## config.mk

```make
export PLATFORM = sky130hd
export DESIGN_NAME = literal_token_classifier_unit_flat
export DESIGN_NICKNAME = d
export VERILOG_FILES = /design/src/rtl/core/ltc_pkg.sv /design/src/rtl/core/ltc_in_if.sv /design/src/rtl/core/ltc_out_if.sv /design/src/rtl/core/ltc_seg.sv /design/src/rtl/core/literal_token_classifier_unit.sv /design/src/flat_wrapper.sv
export VERILOG_INCLUDE_DIRS = /design/src /design/src/rtl/core
export SDC_FILE = /design/constraint.sdc
export NUM_CORES = 1
export LEC_CHECK = 0
export BUFFER_PORTS_ARGS = -buffer_cell sky130_fd_sc_hd__buf_2
export CORE_MARGIN = 8
export CORE_UTILIZATION = 41
export DETAILED_ROUTE_END_ITERATION = 10
export GPL_ROUTABILITY_DRIVEN = 1
export PLACE_DENSITY_LB_ADDON = 0.1
export REMOVE_ABC_BUFFERS = 1
export SETUP_SLACK_MARGIN = 0.15
export SYNTH_ARGS = -nofsm -noshare
export SYNTH_HDL_FRONTEND = slang
export SYNTH_SLANG_ARGS = --single-unit
```

## constraint.sdc

```tcl
create_clock -name clk -period 8.15 [get_ports clk]
set_input_delay 0.4075 -clock clk [delete_from_list [all_inputs] [get_ports clk]]
set_output_delay 0.4075 -clock clk [all_outputs]
set_load 0.01 [all_outputs]
```

## src/rtl/core/literal_token_classifier_unit_defines.svh

```systemverilog
// ----------------------------------------------------------------------------
// Literal token classifier assertion macros
// Shared assertion forms used by the classifier's RTL.
// ----------------------------------------------------------------------------
`ifndef LITERAL_TOKEN_CLASSIFIER_UNIT_DEFINES_SVH
`define LITERAL_TOKEN_CLASSIFIER_UNIT_DEFINES_SVH

// Antecedent implies consequent in the same cycle.
`define LTC_ASSERT_SAME(label, ante, cons) \
    label: assert property (@(posedge clk) disable iff (!rst_n) (ante) |-> (cons)) \
        else $error("assertion failed");

// Antecedent implies consequent in the following cycle.
`define LTC_ASSERT_NEXT(label, ante, cons) \
    label: assert property (@(posedge clk) disable iff (!rst_n) (ante) |=> (cons)) \
        else $error("assertion failed");

`endif

```

## src/rtl/core/ltc_pkg.sv

```systemverilog
// ----------------------------------------------------------------------------
// Literal token classifier package
// Types, constants and per-byte recognizer functions.
// ----------------------------------------------------------------------------
package ltc_pkg;

    localparam int MAX_PART_LEN = 255;
    localparam int LEN_W        = $clog2(MAX_PART_LEN + 3);
    localparam int TOK_LEN_W    = 9;

    typedef enum logic [2:0] {
        CLS_INT     = 3'd0,
        CLS_CHAR    = 3'd1,
        CLS_STRING  = 3'd2,
        CLS_REAL    = 3'd3,
        CLS_COMPLEX = 3'd4,
        CLS_LOGICAL = 3'd5,
        CLS_UNKNOWN = 3'd6
    } lit_class_t;

    typedef enum logic [1:0] {
        PH_FIRST = 2'd0,
        PH_LEFT  = 2'd1,
        PH_RIGHT = 2'd2,
        PH_NONE  = 2'd3
    } cx_phase_t;

    typedef enum logic [4:0] {
        N_START, N_SIGN, N_ZERO, N_DIG, N_DOT0, N_FRAC, N_EXP, N_ESGN,
        N_EDIG, N_HX, N_HDOT0, N_HINT, N_HFRAC, N_HP, N_HPSGN, N_HPDIG,
        N_I1, N_I2, N_I3, N_I4, N_I5, N_I6, N_I7, N_I8,
        N_N1, N_N2, N_N3, N_NP, N_NC, N_DEAD
    } num_st_t;

    typedef struct packed {
        logic    trail;
        logic    mark;
        num_st_t st;
    } num_t;

    typedef struct packed {
        num_t             run;
        num_t             run_prev;
        num_t             cut;
        logic             has_us;
        logic [LEN_W-1:0] len;
        logic [LEN_W-1:0] cut_len;
    } seg_t;

    localparam num_t NUM_RESET = '{trail: 1'b0, mark: 1'b0, st: N_START};

    function automatic logic [7:0] to_lower(input logic [7:0] c);
        return (c >= "A" && c <= "Z") ? c + 8'd32 : c;
    endfunction

    function automatic logic is_dig(input logic [7:0] c);
        return c >= "0" && c <= "9";
    endfunction

    function automatic logic is_hex(input logic [7:0] l);
        return is_dig(l) || (l >= "a" && l <= "f");
    endfunction

    function automatic logic is_ws(input logic [7:0] c);
        return c == " " || (c >= 8'd9 && c <= 8'd13);
    endfunction

    function automatic logic is_sgn(input logic [7:0] c);
        return c == "+" || c == "-";
    endfunction

    function automatic num_st_t num_lead(input logic [7:0] c, input logic [7:0] l);
        if (c == "0") return N_ZERO;
        if (is_dig(c)) return N_DIG;
        if (c == ".") return N_DOT0;
        if (l == "i") return N_I1;
        if (l == "n") return N_N1;
        return N_DEAD;
    endfunction

    // Expected letter after each partial match of the word infinity.
    function automatic logic [7:0] inf_char(input num_st_t s);
        logic [7:0] r;
        case (s)
            N_I1:    r = "n";
            N_I2:    r = "f";
            N_I3:    r = "i";
            N_I4:    r = "n";
            N_I5:    r = "i";
            N_I6:    r = "t";
            default: r = "y";
        endcase
        return r;
    endfunction

    function automatic num_t num_next(input num_t cur, input logic [7:0] c);
        num_t    r;
        logic [7:0] l;
        logic    d;
        num_st_t n;
        l = to_lower(c);
        d = is_dig(c);
        r = cur;
        n = N_DEAD;
        if (c == "." || l == "e") r.mark = 1'b1;
        if (cur.st == N_DEAD) begin
            r.st = N_DEAD;
        end else if (cur.trail) begin
            r.st = is_ws(c) ? cur.st : N_DEAD;
        end else if (is_ws(c)) begin
            if (cur.st != N_START) r.trail = 1'b1;
        end else begin
            case (cur.st)
                N_START: n = is_sgn(c) ? N_SIGN : num_lead(c, l);
                N_SIGN:  n = num_lead(c, l);
                N_ZERO:  n = d ? N_DIG : c == "." ? N_FRAC : l == "e" ? N_EXP :
                             l == "x" ? N_HX : N_DEAD;
                N_DIG:   n = d ? N_DIG : c == "." ? N_FRAC : l == "e" ? N_EXP : N_DEAD;
                N_DOT0:  n = d ? N_FRAC : N_DEAD;
                N_FRAC:  n = d ? N_FRAC : l == "e" ? N_EXP : N_DEAD;
                N_EXP:   n = is_sgn(c) ? N_ESGN : d ? N_EDIG : N_DEAD;
                N_ESGN, N_EDIG: n = d ? N_EDIG : N_DEAD;
                N_HX:    n = is_hex(l) ? N_HINT : c == "." ? N_HDOT0 : N_DEAD;
                N_HDOT0: n = is_hex(l) ? N_HFRAC : N_DEAD;
                N_HINT:  n = is_hex(l) ? N_HINT : c == "." ? N_HFRAC :
                             l == "p" ? N_HP : N_DEAD;
                N_HFRAC: n = is_hex(l) ? N_HFRAC : l == "p" ? N_HP : N_DEAD;
                N_HP:    n = is_sgn(c) ? N_HPSGN : d ? N_HPDIG : N_DEAD;
                N_HPSGN, N_HPDIG: n = d ? N_HPDIG : N_DEAD;
                N_I1, N_I2, N_I3, N_I4, N_I5, N_I6, N_I7:
                    n = (l == inf_char(cur.st)) ? num_st_t'(cur.st + 5'd1) : N_DEAD;
                N_N1:    n = l == "a" ? N_N2 : N_DEAD;
                N_N2:    n = l == "n" ? N_N3 : N_DEAD;
                N_N3:    n = c == "(" ? N_NP : N_DEAD;
                N_NP:    n = (d || (l >= "a" && l <= "z") || c == "_") ? N_NP :
                             c == ")" ? N_NC : N_DEAD;
                default: n = N_DEAD;
            endcase
            r.st = n;
        end
        return r;
    endfunction

    function automatic logic real_accept(input num_st_t s);
        return s == N_ZERO || s == N_DIG || s == N_FRAC || s == N_EDIG || s == N_HINT ||
               s == N_HFRAC || s == N_HPDIG || s == N_I3 || s == N_I8 || s == N_N3 ||
               s == N_NC;
    endfunction

    // Bit 0: integer syntax; bit 1: real syntax.
    function automatic logic [1:0] seg_eval(input seg_t g, input logic use_prev,
                                            input logic allow_trail);
        num_t       s;
        logic       allow;
        logic [1:0] r;
        s     = g.has_us ? g.cut : (use_prev ? g.run_prev : g.run);
        allow = g.has_us ? 1'b0 : allow_trail;
        r     = 2'b00;
        if (!(s.trail && !allow)) begin
            r[0] = s.st == N_ZERO || s.st == N_DIG;
            r[1] = s.mark && real_accept(s.st);
        end
        return r;
    endfunction

    // Letter expected at each position of .true. and .false.
    function automatic logic [7:0] true_char(input logic [TOK_LEN_W-1:0] p);
        logic [7:0] r;
        case (p)
            9'd1:    r = "t";
            9'd2:    r = "r";
            9'd3:    r = "u";
            9'd4:    r = "e";
            default: r = ".";
        endcase
        return r;
    endfunction

    function automatic logic [7:0] false_char(input logic [TOK_LEN_W-1:0] p);
        logic [7:0] r;
        case (p)
            9'd1:    r = "f";
            9'd2:    r = "a";
            9'd3:    r = "l";
            9'd4:    r = "s";
            9'd5:    r = "e";
            default: r = ".";
        endcase
        return r;
    endfunction

endpackage

```

## src/rtl/core/ltc_in_if.sv

```systemverilog
// ----------------------------------------------------------------------------
// Token byte channel
// Valid/ready channel carrying one token byte and its end flag.
// ----------------------------------------------------------------------------
interface ltc_in_if;
    logic       valid;
    logic       ready;
    logic [7:0] char_code;
    logic       end_of_token;

    modport source (output valid, output char_code, output end_of_token, input ready);
    modport sink   (input valid, input char_code, input end_of_token, output ready);
endinterface

```

## src/rtl/core/ltc_out_if.sv

```systemverilog
// ----------------------------------------------------------------------------
// Literal class channel
// Valid/ready channel carrying the class of one finished token.
// ----------------------------------------------------------------------------
interface ltc_out_if;
    logic       valid;
    logic       ready;
    logic [2:0] literal_class;

    modport source (output valid, output literal_class, input ready);
    modport sink   (input valid, input literal_class, output ready);
endinterface

```

## src/rtl/core/ltc_seg.sv

```systemverilog
// ----------------------------------------------------------------------------
// Numeric segment recognizer
// Tracks number syntax, last underscore and length over one byte stream.
// ----------------------------------------------------------------------------
module ltc_seg (
    input  logic          clk,
    input  logic          rst_n,
    input  logic          feed,
    input  logic          clear,
    input  logic [7:0]    char_code,
    output ltc_pkg::seg_t seg_next
);
    ltc_pkg::seg_t seg_reg;
    ltc_pkg::seg_t seg_fed;
    ltc_pkg::seg_t seg_clr;

    always_comb
    begin
        seg_clr = '{run: ltc_pkg::NUM_RESET, run_prev: ltc_pkg::NUM_RESET,
                    cut: ltc_pkg::NUM_RESET, has_us: 1'b0, len: '0, cut_len: '0};
        seg_fed = seg_reg;
        if (char_code == "_")
        begin
            seg_fed.cut     = seg_reg.run;
            seg_fed.cut_len = seg_reg.len;
            seg_fed.has_us  = 1'b1;
        end
        seg_fed.run_prev = seg_reg.run;
        seg_fed.run      = ltc_pkg::num_next(seg_reg.run, char_code);
        if (seg_reg.len < ltc_pkg::LEN_W'(ltc_pkg::MAX_PART_LEN + 2))
            seg_fed.len = seg_reg.len + 1'b1;
        seg_next = feed ? seg_fed : seg_reg;
    end

    always_ff @(posedge clk or negedge rst_n)
    begin
        if (!rst_n)
            seg_reg <= seg_clr;
        else if (clear)
            seg_reg <= seg_clr;
        else
            seg_reg <= seg_next;
    end
endmodule

```

## src/rtl/core/literal_token_classifier_unit.sv

```systemverilog
// ----------------------------------------------------------------------------
// Literal token classifier
// Streams token bytes and reports the literal class of each finished token.
// ----------------------------------------------------------------------------
// The tok channel takes one byte of a token per item; end_of_token marks its
// final byte. The res channel gives one item per token, carrying the class:
// int, character, string, real, complex, logical or unknown. Bytes that are
// not final produce no result.
// Each accepted byte lands in an input register. When the byte moves on, the
// token state (length, first byte, logical word match, and three number
// recognizers for the whole token and both complex parts) is advanced, and
// on a final byte the class is decided from the advanced state and written
// into the result register. Throughput is one byte per cycle, set by the
// single recognizer update between the input and result registers, as long
// as no final byte has to wait behind a held result.
// Reset clears all token state and empties both registers. When the
// receiver stalls, the held result blocks only the next final byte; other
// bytes keep flowing, so one full token can stream in behind a stall.
// ----------------------------------------------------------------------------
`include "literal_token_classifier_unit_defines.svh"

module literal_token_classifier_unit (
    input logic      clk,
    input logic      rst_n,
    ltc_in_if.sink   tok,
    ltc_out_if.source res
);
    // Input register.
    logic       s1_valid_reg;
    logic [7:0] s1_char_reg;
    logic       s1_last_reg;
    logic       s1_go;

    // Token state.
    logic [ltc_pkg::TOK_LEN_W-1:0] tok_len_reg, tok_len_next;
    logic [7:0]                    open_reg, open_next;
    logic [1:0]                    logic_reg, logic_next;
    ltc_pkg::cx_phase_t            phase_reg, phase_next;
    ltc_pkg::seg_t                 whole_s, left_s, right_s;
    logic                          clr;
    logic                          feed_left, feed_right;
    logic [7:0]                    lc;

    // Result register.
    logic                out_valid_reg;
    ltc_pkg::lit_class_t cls_reg, cls_next;

    logic [1:0]              ev_whole, ev_left, ev_right;
    logic [ltc_pkg::LEN_W-1:0] nlen;

    // A final byte may only move when the result register is free.
    assign s1_go     = s1_valid_reg && (!s1_last_reg || !out_valid_reg || res.ready);
    assign tok.ready = !s1_valid_reg || s1_go;
    assign clr       = s1_go && s1_last_reg;

    always_ff @(posedge clk or negedge rst_n)
    begin
        if (!rst_n)
            s1_valid_reg <= 1'b0;
        else if (tok.ready)
            s1_valid_reg <= tok.valid;
    end

    always_ff @(posedge clk)
    begin
        if (tok.ready && tok.valid)
        begin
            s1_char_reg <= tok.char_code;
            s1_last_reg <= tok.end_of_token;
        end
    end

    assign feed_left  = s1_go && phase_reg == ltc_pkg::PH_LEFT && s1_char_reg != ",";
    assign feed_right = s1_go && phase_reg == ltc_pkg::PH_RIGHT;

    ltc_seg u_whole (.clk(clk), .rst_n(rst_n), .feed(s1_go), .clear(clr),
                     .char_code(s1_char_reg), .seg_next(whole_s));
    ltc_seg u_left  (.clk(clk), .rst_n(rst_n), .feed(feed_left), .clear(clr),
                     .char_code(s1_char_reg), .seg_next(left_s));
    ltc_seg u_right (.clk(clk), .rst_n(rst_n), .feed(feed_right), .clear(clr),
                     .char_code(s1_char_reg), .seg_next(right_s));

    // Advance the simple token state by one byte.
    always_comb
    begin
        lc           = ltc_pkg::to_lower(s1_char_reg);
        tok_len_next = tok_len_reg;
        open_next    = open_reg;
        logic_next   = logic_reg;
        phase_next   = phase_reg;
        if (s1_go)
        begin
            if (tok_len_reg == '0)
                open_next = s1_char_reg;
            if (tok_len_reg >= 9'd6 || lc != ltc_pkg::true_char(tok_len_reg))
                logic_next[0] = 1'b0;
            if (tok_len_reg >= 9'd7 || lc != ltc_pkg::false_char(tok_len_reg))
                logic_next[1] = 1'b0;
            case (phase_reg)
                ltc_pkg::PH_FIRST:
                    phase_next = (s1_char_reg == "(") ? ltc_pkg::PH_LEFT : ltc_pkg::PH_NONE;
                ltc_pkg::PH_LEFT:
                    if (s1_char_reg == ",")
                        phase_next = ltc_pkg::PH_RIGHT;
                default:
                    phase_next = phase_reg;
            endcase
            if (tok_len_reg != '1)
                tok_len_next = tok_len_reg + 1'b1;
        end
    end

    // Decide the class from the state that includes the final byte.
    always_comb
    begin
        ev_whole = ltc_pkg::seg_eval(whole_s, 1'b0, 1'b0);
        ev_left  = ltc_pkg::seg_eval(left_s, 1'b0, 1'b1);
        ev_right = ltc_pkg::seg_eval(right_s, 1'b1, 1'b1);
        nlen     = whole_s.has_us ? whole_s.cut_len : whole_s.len;
        if ((logic_next[0] && tok_len_next == 9'd6) || (logic_next[1] && tok_len_next == 9'd7))
            cls_next = ltc_pkg::CLS_LOGICAL;
        else if (tok_len_next >= 9'd2 && (open_next == "\"" || open_next == "'") &&
                 s1_char_reg == open_next)
            cls_next = (tok_len_next >= 9'd4) ? ltc_pkg::CLS_STRING : ltc_pkg::CLS_CHAR;
        else if (phase_next == ltc_pkg::PH_RIGHT && s1_char_reg == ")" &&
                 left_s.len >= ltc_pkg::LEN_W'(1) &&
                 left_s.len <= ltc_pkg::LEN_W'(ltc_pkg::MAX_PART_LEN) &&
                 right_s.len >= ltc_pkg::LEN_W'(2) &&
                 right_s.len <= ltc_pkg::LEN_W'(ltc_pkg::MAX_PART_LEN + 1) &&
                 ev_left != 2'b00 && ev_right != 2'b00)
            cls_next = ltc_pkg::CLS_COMPLEX;
        else if (nlen <= ltc_pkg::LEN_W'(ltc_pkg::MAX_PART_LEN) && ev_whole[1])
            cls_next = ltc_pkg::CLS_REAL;
        else if (nlen <= ltc_pkg::LEN_W'(ltc_pkg::MAX_PART_LEN) && ev_whole[0])
            cls_next = ltc_pkg::CLS_INT;
        else
            cls_next = ltc_pkg::CLS_UNKNOWN;
    end

    always_ff @(posedge clk or negedge rst_n)
    begin
        if (!rst_n)
        begin
            tok_len_reg   <= '0;
            open_reg      <= '0;
            logic_reg     <= 2'b11;
            phase_reg     <= ltc_pkg::PH_FIRST;
            out_valid_reg <= 1'b0;
        end
        else
        begin
            if (clr)
            begin
                tok_len_reg <= '0;
                open_reg    <= '0;
                logic_reg   <= 2'b11;
                phase_reg   <= ltc_pkg::PH_FIRST;
            end
            else
            begin
                tok_len_reg <= tok_len_next;
                open_reg    <= open_next;
                logic_reg   <= logic_next;
                phase_reg   <= phase_next;
            end
            if (clr)
                out_valid_reg <= 1'b1;
            else if (res.ready)
                out_valid_reg <= 1'b0;
        end
    end

    always_ff @(posedge clk)
    begin
        if (clr)
            cls_reg <= cls_next;
    end

    assign res.valid         = out_valid_reg;
    assign res.literal_class = cls_reg;

    // A new result only ever comes from a final byte moving on.
    `LTC_ASSERT_SAME(a_result_source, $rose(out_valid_reg), $past(s1_valid_reg && s1_last_reg))
    // Token state is empty right after a final byte.
    `LTC_ASSERT_NEXT(a_token_cleared, clr, tok_len_reg == '0 && phase_reg == ltc_pkg::PH_FIRST)
    // The complex phase only leaves its start once a byte has been counted.
    `LTC_ASSERT_SAME(a_phase_len, phase_reg != ltc_pkg::PH_FIRST, tok_len_reg != '0)
endmodule

```

## src/flat_wrapper.sv

```systemverilog
// flat-port wrapper written by rule: the top's interface ports become plain ports
module literal_token_classifier_unit_flat 
  (clk, rst_n, tok_valid, tok_char_code, tok_end_of_token, tok_ready, res_valid, res_literal_class, res_ready);
  ltc_in_if tok_i ();
  ltc_out_if res_i ();
  input logic clk;
  input logic rst_n;
  input wire logic [$bits(tok_i.valid)-1:0] tok_valid;
  input wire logic [$bits(tok_i.char_code)-1:0] tok_char_code;
  input wire logic [$bits(tok_i.end_of_token)-1:0] tok_end_of_token;
  output wire logic [$bits(tok_i.ready)-1:0] tok_ready;
  output wire logic [$bits(res_i.valid)-1:0] res_valid;
  output wire logic [$bits(res_i.literal_class)-1:0] res_literal_class;
  input wire logic [$bits(res_i.ready)-1:0] res_ready;
  assign tok_i.valid = tok_valid;
  assign tok_i.char_code = tok_char_code;
  assign tok_i.end_of_token = tok_end_of_token;
  assign tok_ready = tok_i.ready;
  assign res_valid = res_i.valid;
  assign res_literal_class = res_i.literal_class;
  assign res_i.ready = res_ready;
  literal_token_classifier_unit u_core (.clk(clk), .rst_n(rst_n), .tok(tok_i), .res(res_i));
endmodule
```

# == Yosys cells after proc, flatten, opt, wreduce, memory -nomap -nowiden ==
# Index checks and enable logic that the tools add are counted.
# totals
reg_bits,123
in_bits,13
out_inout_bits,5
word_cells,715
# classes
addsub,8
magnitude_cmp,23
eq_ne,151
n_mux,389
reduce_logical,107
# op_table
op,count
$mux W5,117
$pmux W5 S19,3
$eq A5 B5 Y1 const B,48
$mux W40,6
$mux W1,205
$eq A5 B4 Y1 const B,36
$mux W8,21
$mux W9,10
$eq A8 B6 Y1 const B,10
$eq A5 B3 Y1 const B,15
$eq A5 B2 Y1 const B,12
$pmux W5 S4,3
$eq A8 B7 Y1 const B,7
$logic_or A1 B1 Y1,43
$add A9 B1 Y9 const B,4
$eq A9 B3 Y1 const B,4
$pmux W7 S5,1
$eq A8 B8 Y1,4
$logic_and A1 B1 Y1,30
$pmux W7 S4,1
$ge A9 B3 Y1 const B,3
$lt A9 B9 Y1 const B,3
$le A8 B7 Y1 const B,3
$mux W3,8
other kinds (33),81

# == Logic depth before layout (Yosys ltp) ==
# depth
depth_word,62
mapped_depth,15
ltp_nobuf,13

# == Modules after synthesis ==
# Synthesis repeated with hierarchy kept, for this count alone.
# hier_totals
hier_cells,1665
hier_area_um2,13347.8
# by_module_without_submodules
mod,instances,cells_per_inst,area_each_um2,seq_area_each_um2
ltc_seg at u_core.u_left ...,2,445,3422.0,1001.0
ltc_seg at u_core.u_whole,1,412,3484.6,1001.0
literal_token_classifier_unit,1,363,3019.1,938.4

# == Least setup slack after synthesis ==
# OpenSTA, ideal clock, no wires.
# synth_path
path_kind,register -> register
from,register u_core.s1_char_reg[5]
to,"register u_core.cls_reg[2], in the netlist u_core.res.literal_class[2] (data pin)"
setup_ps,262
t_arrival_ps,3806
t_required_ps,7888
setup_slack_ps,4083
stages_incl_launch_ff,15
n_path_buf,2
period_less_slack_ps,4067
path_cell_list,edfxtp_1 buf_1 inv_1 ha_1 a2111oi_2 a21oi_2 o221a_2 o31a_1 buf_2 a311oi_1 a21o_1 nor2b_1 o311ai_0 o311ai_0 a311o_2
# synth_between
elab_chain_cells,43
word_cells_on_any_way,375
classes_between,add/sub: 1; order compare: 14; eq/ne: 57; mux: 236; reduce/logical: 67
# synth_rtl
element,line_no,text
"start, declared",literal_token_classifier_unit.sv:30,logic [7:0] s1_char_reg;
"start signal, assigned",literal_token_classifier_unit.sv:68,s1_char_reg <= tok.char_code;
$ge A8 B7 Y1 / $le A8 B7 Y1 (equally long branches),ltc_pkg.sv:53,"return (c >= ""A"" && c <= ""Z"") ? c + 8'd32 : c;"
$logic_and A1 B1 Y1,ltc_pkg.sv:53,
$mux W8,ltc_pkg.sv:53,
$eq A8 B7 Y1,"ltc_pkg.sv:77, ltc_pkg.sv:133",
$mux W1 (2 in series),ltc_pkg.sv:77,"if (l == ""n"") return N_N1;"
$mux W1,ltc_pkg.sv:76,"if (l == ""i"") return N_I1;"
$mux W1,ltc_pkg.sv:75,"if (c == ""."") return N_DOT0;"
$mux W1,ltc_pkg.sv:74,if (is_dig(c)) return N_DIG;
[... 22 more ...],n/a,
$logic_or A1 B1 Y1 (5 in series),ltc_pkg.sv:146,s == N_HFRAC || s == N_HPDIG || s == N_I3 || s == N_I8 || s == N_N3 ||
$logic_and A1 B1 Y1,ltc_pkg.sv:161,r[1] = s.mark && real_accept(s.st);
$mux W2,ltc_pkg.sv:159,if (!(s.trail && !allow)) begin
$reduce_bool A2 Y1,literal_token_classifier_unit.sv:130,ev_left != 2'b00 && ev_right != 2'b00)
$logic_and A1 B1 Y1,literal_token_classifier_unit.sv:129,right_s.len <= ltc_pkg::LEN_W'(ltc_pkg::MAX_PART_LEN + 1) &&
$logic_and A1 B1 Y1,literal_token_classifier_unit.sv:130,
$mux W3,literal_token_classifier_unit.sv:125,"else if (phase_next == ltc_pkg::PH_RIGHT && s1_char_reg == "")"" &&"
$mux W3,literal_token_classifier_unit.sv:122,"else if (tok_len_next >= 9'd2 && (open_next == ""\"""" || open_next == ""'"") &&"
"end signal, assigned",literal_token_classifier_unit.sv:176,cls_reg <= cls_next;
"end, declared",literal_token_classifier_unit.sv:46,"ltc_pkg::lit_class_t cls_reg, cls_next;"
# Several ways; a longest one is shown, not always the timed one. The select of a mux whose other input is x is not followed.
# A chain may end at the register's enable or synchronous reset.

# == Worst setup path in the final report ==
# layout_path
from,register u_core.s1_char_reg[1]
to,"register u_core.cls_reg[0], in the netlist u_core.res.literal_class[0] (data pin)"
# The elaborated chain is that of the path after synthesis.

==> flow_summary.toml <==
[critical_path]
critPathCaptureType = "register"
critPathArrivalTime_ns = 5.21
critPathRequiredTime_ns = 8.30
crit_fanout = 23
worst-r2r-cell-count = 11
start_kind = "register"
reg2reg_slack_ns = 3.09
path_class = "register to register"
timing.rr.end = "u_core.res.literal_class[0]"
r2r_start = "u_core.s1_char_reg[1]"

[die]
die_w_um = 173.2
initial_core_util_pct = 41.68
core_um2 = 24320
num_io_pins = 18
num_rows = 57
die_height_um = 173.2
die-area_um2 = 30010

[routing]
postRouteAntennaNets = 0
firstDrtPassIters = 6
first_iter_violations = 991
drc = 0
viasPerCell = 6.430
wirelength_mm = 34.46
drt-wirelength-per-cell_um = 21.44
num_vias = 10333

[placed_design]
place.port_buffers = 17
gp_routability_congestion = 0.9770
placed_area_um2 = 10320
hpwl_mm = 24.32

[synthesis]
syn_inst = 1321
seq_area_frac_synth_pct = 28.76
yosysMostFrequentCell = "nand2_1"
yosys_warnings = 0
yosys-top-cells-area = "dfrtp_1 (25%), nand2_1 (5.8%), a21oi_1 (5.1%), nor2_1 (4.9%), edfxtp_1 (3.6%)"
ys_types = 97
yosysTopAreaCellShare_pct = 24.69
synthArstFlopShare_pct = 89.47
synthTopCellsByCount = "nand2_1 (156), nor2_1 (132), a21oi_1 (103), dfrtp_1 (100), clkbuf_1 (68)"
syn_avg_cell_area_um2 = 7.674
synth.cell_area_um2 = 10140
synthFlopType = "dfrtp_1"
synth_seq_cells = 114
synth-edff-count = 12
synth_top_area_cell = "dfrtp_1"

[cts]
cts-root-buf = "clkbuf_16"
clockBufferDepth = 2
cts_resized = 0
hold_buffers = 0
cts_made_buffers = 17
clk_latency_ns = 0.42
cts_setup_buffers = 0
clock-sinks = 114
clkTransAtPathRegs_ns = 0.07
cts_max_level = 4
cts_tree = "done"

[final_layout]
antenna_cells = 0
drive_above_1_share_pct = 8.262
fillCellCount = 2476
syn2layout_area_growth_pct = 7.541
finish.net_count = 1307
design_area_um2 = 10900
largest_reg_flops = 23

[sta]
fmax_mhz = 197.6
fin_crit_ns = 5.062
hold_viol = 0
rsz0062_at_grt = "false"
tightest_slew_ns = 1.101
setup_violations = 0
finalMaxSlewViolations = 0
slew_headroom_pct = 25.54
fin_tns_setup_ns = 0
finalCritPeriodShare_pct = 62.11
fin_skew_ns = 0.01348

[pwr]
p_leak_nw = 4.181
power_density_nw_per_um2 = 281.0
ir_worst_vdd_mv = 0.1281

[global_route]
grt_pass1_vias = 9466
grt_max_degree = 53
antenna_found_initial = 0
grt_usage_pct = 22.37
grt_overflow_total = 0
grt_pass1_wl_mm = 54.68

[flow_run]
cap_violations = 0

[run_status]
outcome = "finished, final reports clean"

[min_path]
min_path_type = "primary input to async pin"
[cell usage in the layout (no fill, tap or decap), drive strengths merged, types with 14 or more instances in the layout]
master and n:
dfrtp 100, o211ai 15, xnor2 23, nor2 132, mux2i 19, xor2 15, or3 24, nor3 42
nor4 19, nand4 18, o31ai 16, ha 24, nand2b 21, o21ai 56, a211oi 15, buf 30
nand3 51, nand2 156, inv 50, a31oi 18, and3 21, a21oi 106, clkbuf 18, nor2b 19
and2 14
[how the worst max path moves through the flow]
| stage | from | endpoint | slack [ns] | cells after the start |
|---|---|---|---|---|
| after global routing | u_core.u_left.seg_fed[27] | u_core.res.literal_class[0] | 2.76 | 13 |
| after floorplan | u_core.s1_char_reg[4] | u_core.res.literal_class[0] | 4.01 | 11 |
| final | u_core.s1_char_reg[1] | u_core.res.literal_class[0] | 3.09 | 11 |
| after detailed placement | u_core.s1_char_reg[1] | u_core.res.literal_class[0] | 3.20 | 11 |
| after global placement | u_core.s1_char_reg[5] | u_core.res.literal_class[2] | 3.29 | 11 |
| after CTS | u_core.s1_char_reg[1] | u_core.res.literal_class[0] | 3.19 | 11 |
[stage by stage]
step	hold slack, ns	instances	util [%]	total power (W)	setup slack (ns)
5_1_grt	0.08986	1607	44.83	0.003256	2.758
3_3_place_gp	0.5022	1575	42.43	0.002279	3.288
2_1_floorplan	0.1119	1221	-	0.001846	4.013
6_report	0.04391	1607	44.83	0.003063	3.088
4_1_cts	0.07108	1607	44.83	0.003037	3.192
3_5_place_dp	0.5109	1575	42.43	0.002261	3.203
[kinds of logic (layout without fill, tap and decap cells)]
| group | Yosys count | in the layout | share of synthesized area [%] |
|---|---|---|---|
| xor gates and xnor gates | 38 | 38 | 3.283 |
| adders and majority gates | 24 | 24 | 2.962 |
| DFF | 114 | 114 | 28.76 |
| buffers and inverters | 146 | 108 | 5.739 |
| AOI/OAI and AO/OA | 388 | 388 | 26.72 |
| and+or+nand+nor | 583 | 583 | 29.66 |
| muxes | 28 | 28 | 2.876 |
[layer usage]
metal,wire [um],vias up,GRT usage (%)
met5,0,-,0
met4,999,0,7.905
met3,2640,70,3.942
met2,14840,482,33.20
met1,15990,4964,31.96
li1,-,4817,-
[critical path, stage by stage, from the launching register on]
cell	delay (ns)
edfxtp_1	0.98
nand4bb_1	0.36
o22ai_2	0.44
a21oi_2	0.21
o31ai_1	0.80
a221oi_1	0.18
o2111a_1	0.22
o31ai_1	0.53
nand4bb_1	0.18
a2111o_1	0.45
a211oi_2	0.31
o311ai_1	0.14
[where the power goes]
part / internal (W) / total, W / switching, W
combinational: 0.000556 / 0.00147 / 0.000912
sequential: 0.000655 / 0.000830 / 0.000176
clock: 0.000454 / 0.000765 / 0.000310
[layout make-up]
type | instances | area [um^2] | share of cell area (%)
Tap cell | 324 | 405.4 | 3.719
Sequential cell | 114 | 2915 | 26.74
Multi-Input combinational cell | 1061 | 6640 | 60.91
Timing Repair Buffer | 30 | 185.2 | 1.699
Clock buffer | 18 | 429.2 | 3.937
Clock inverter | 14 | 153.9 | 1.412
Inverter | 46 | 172.7 | 1.584
No activity file was read; power rests on OpenSTA's default activity.
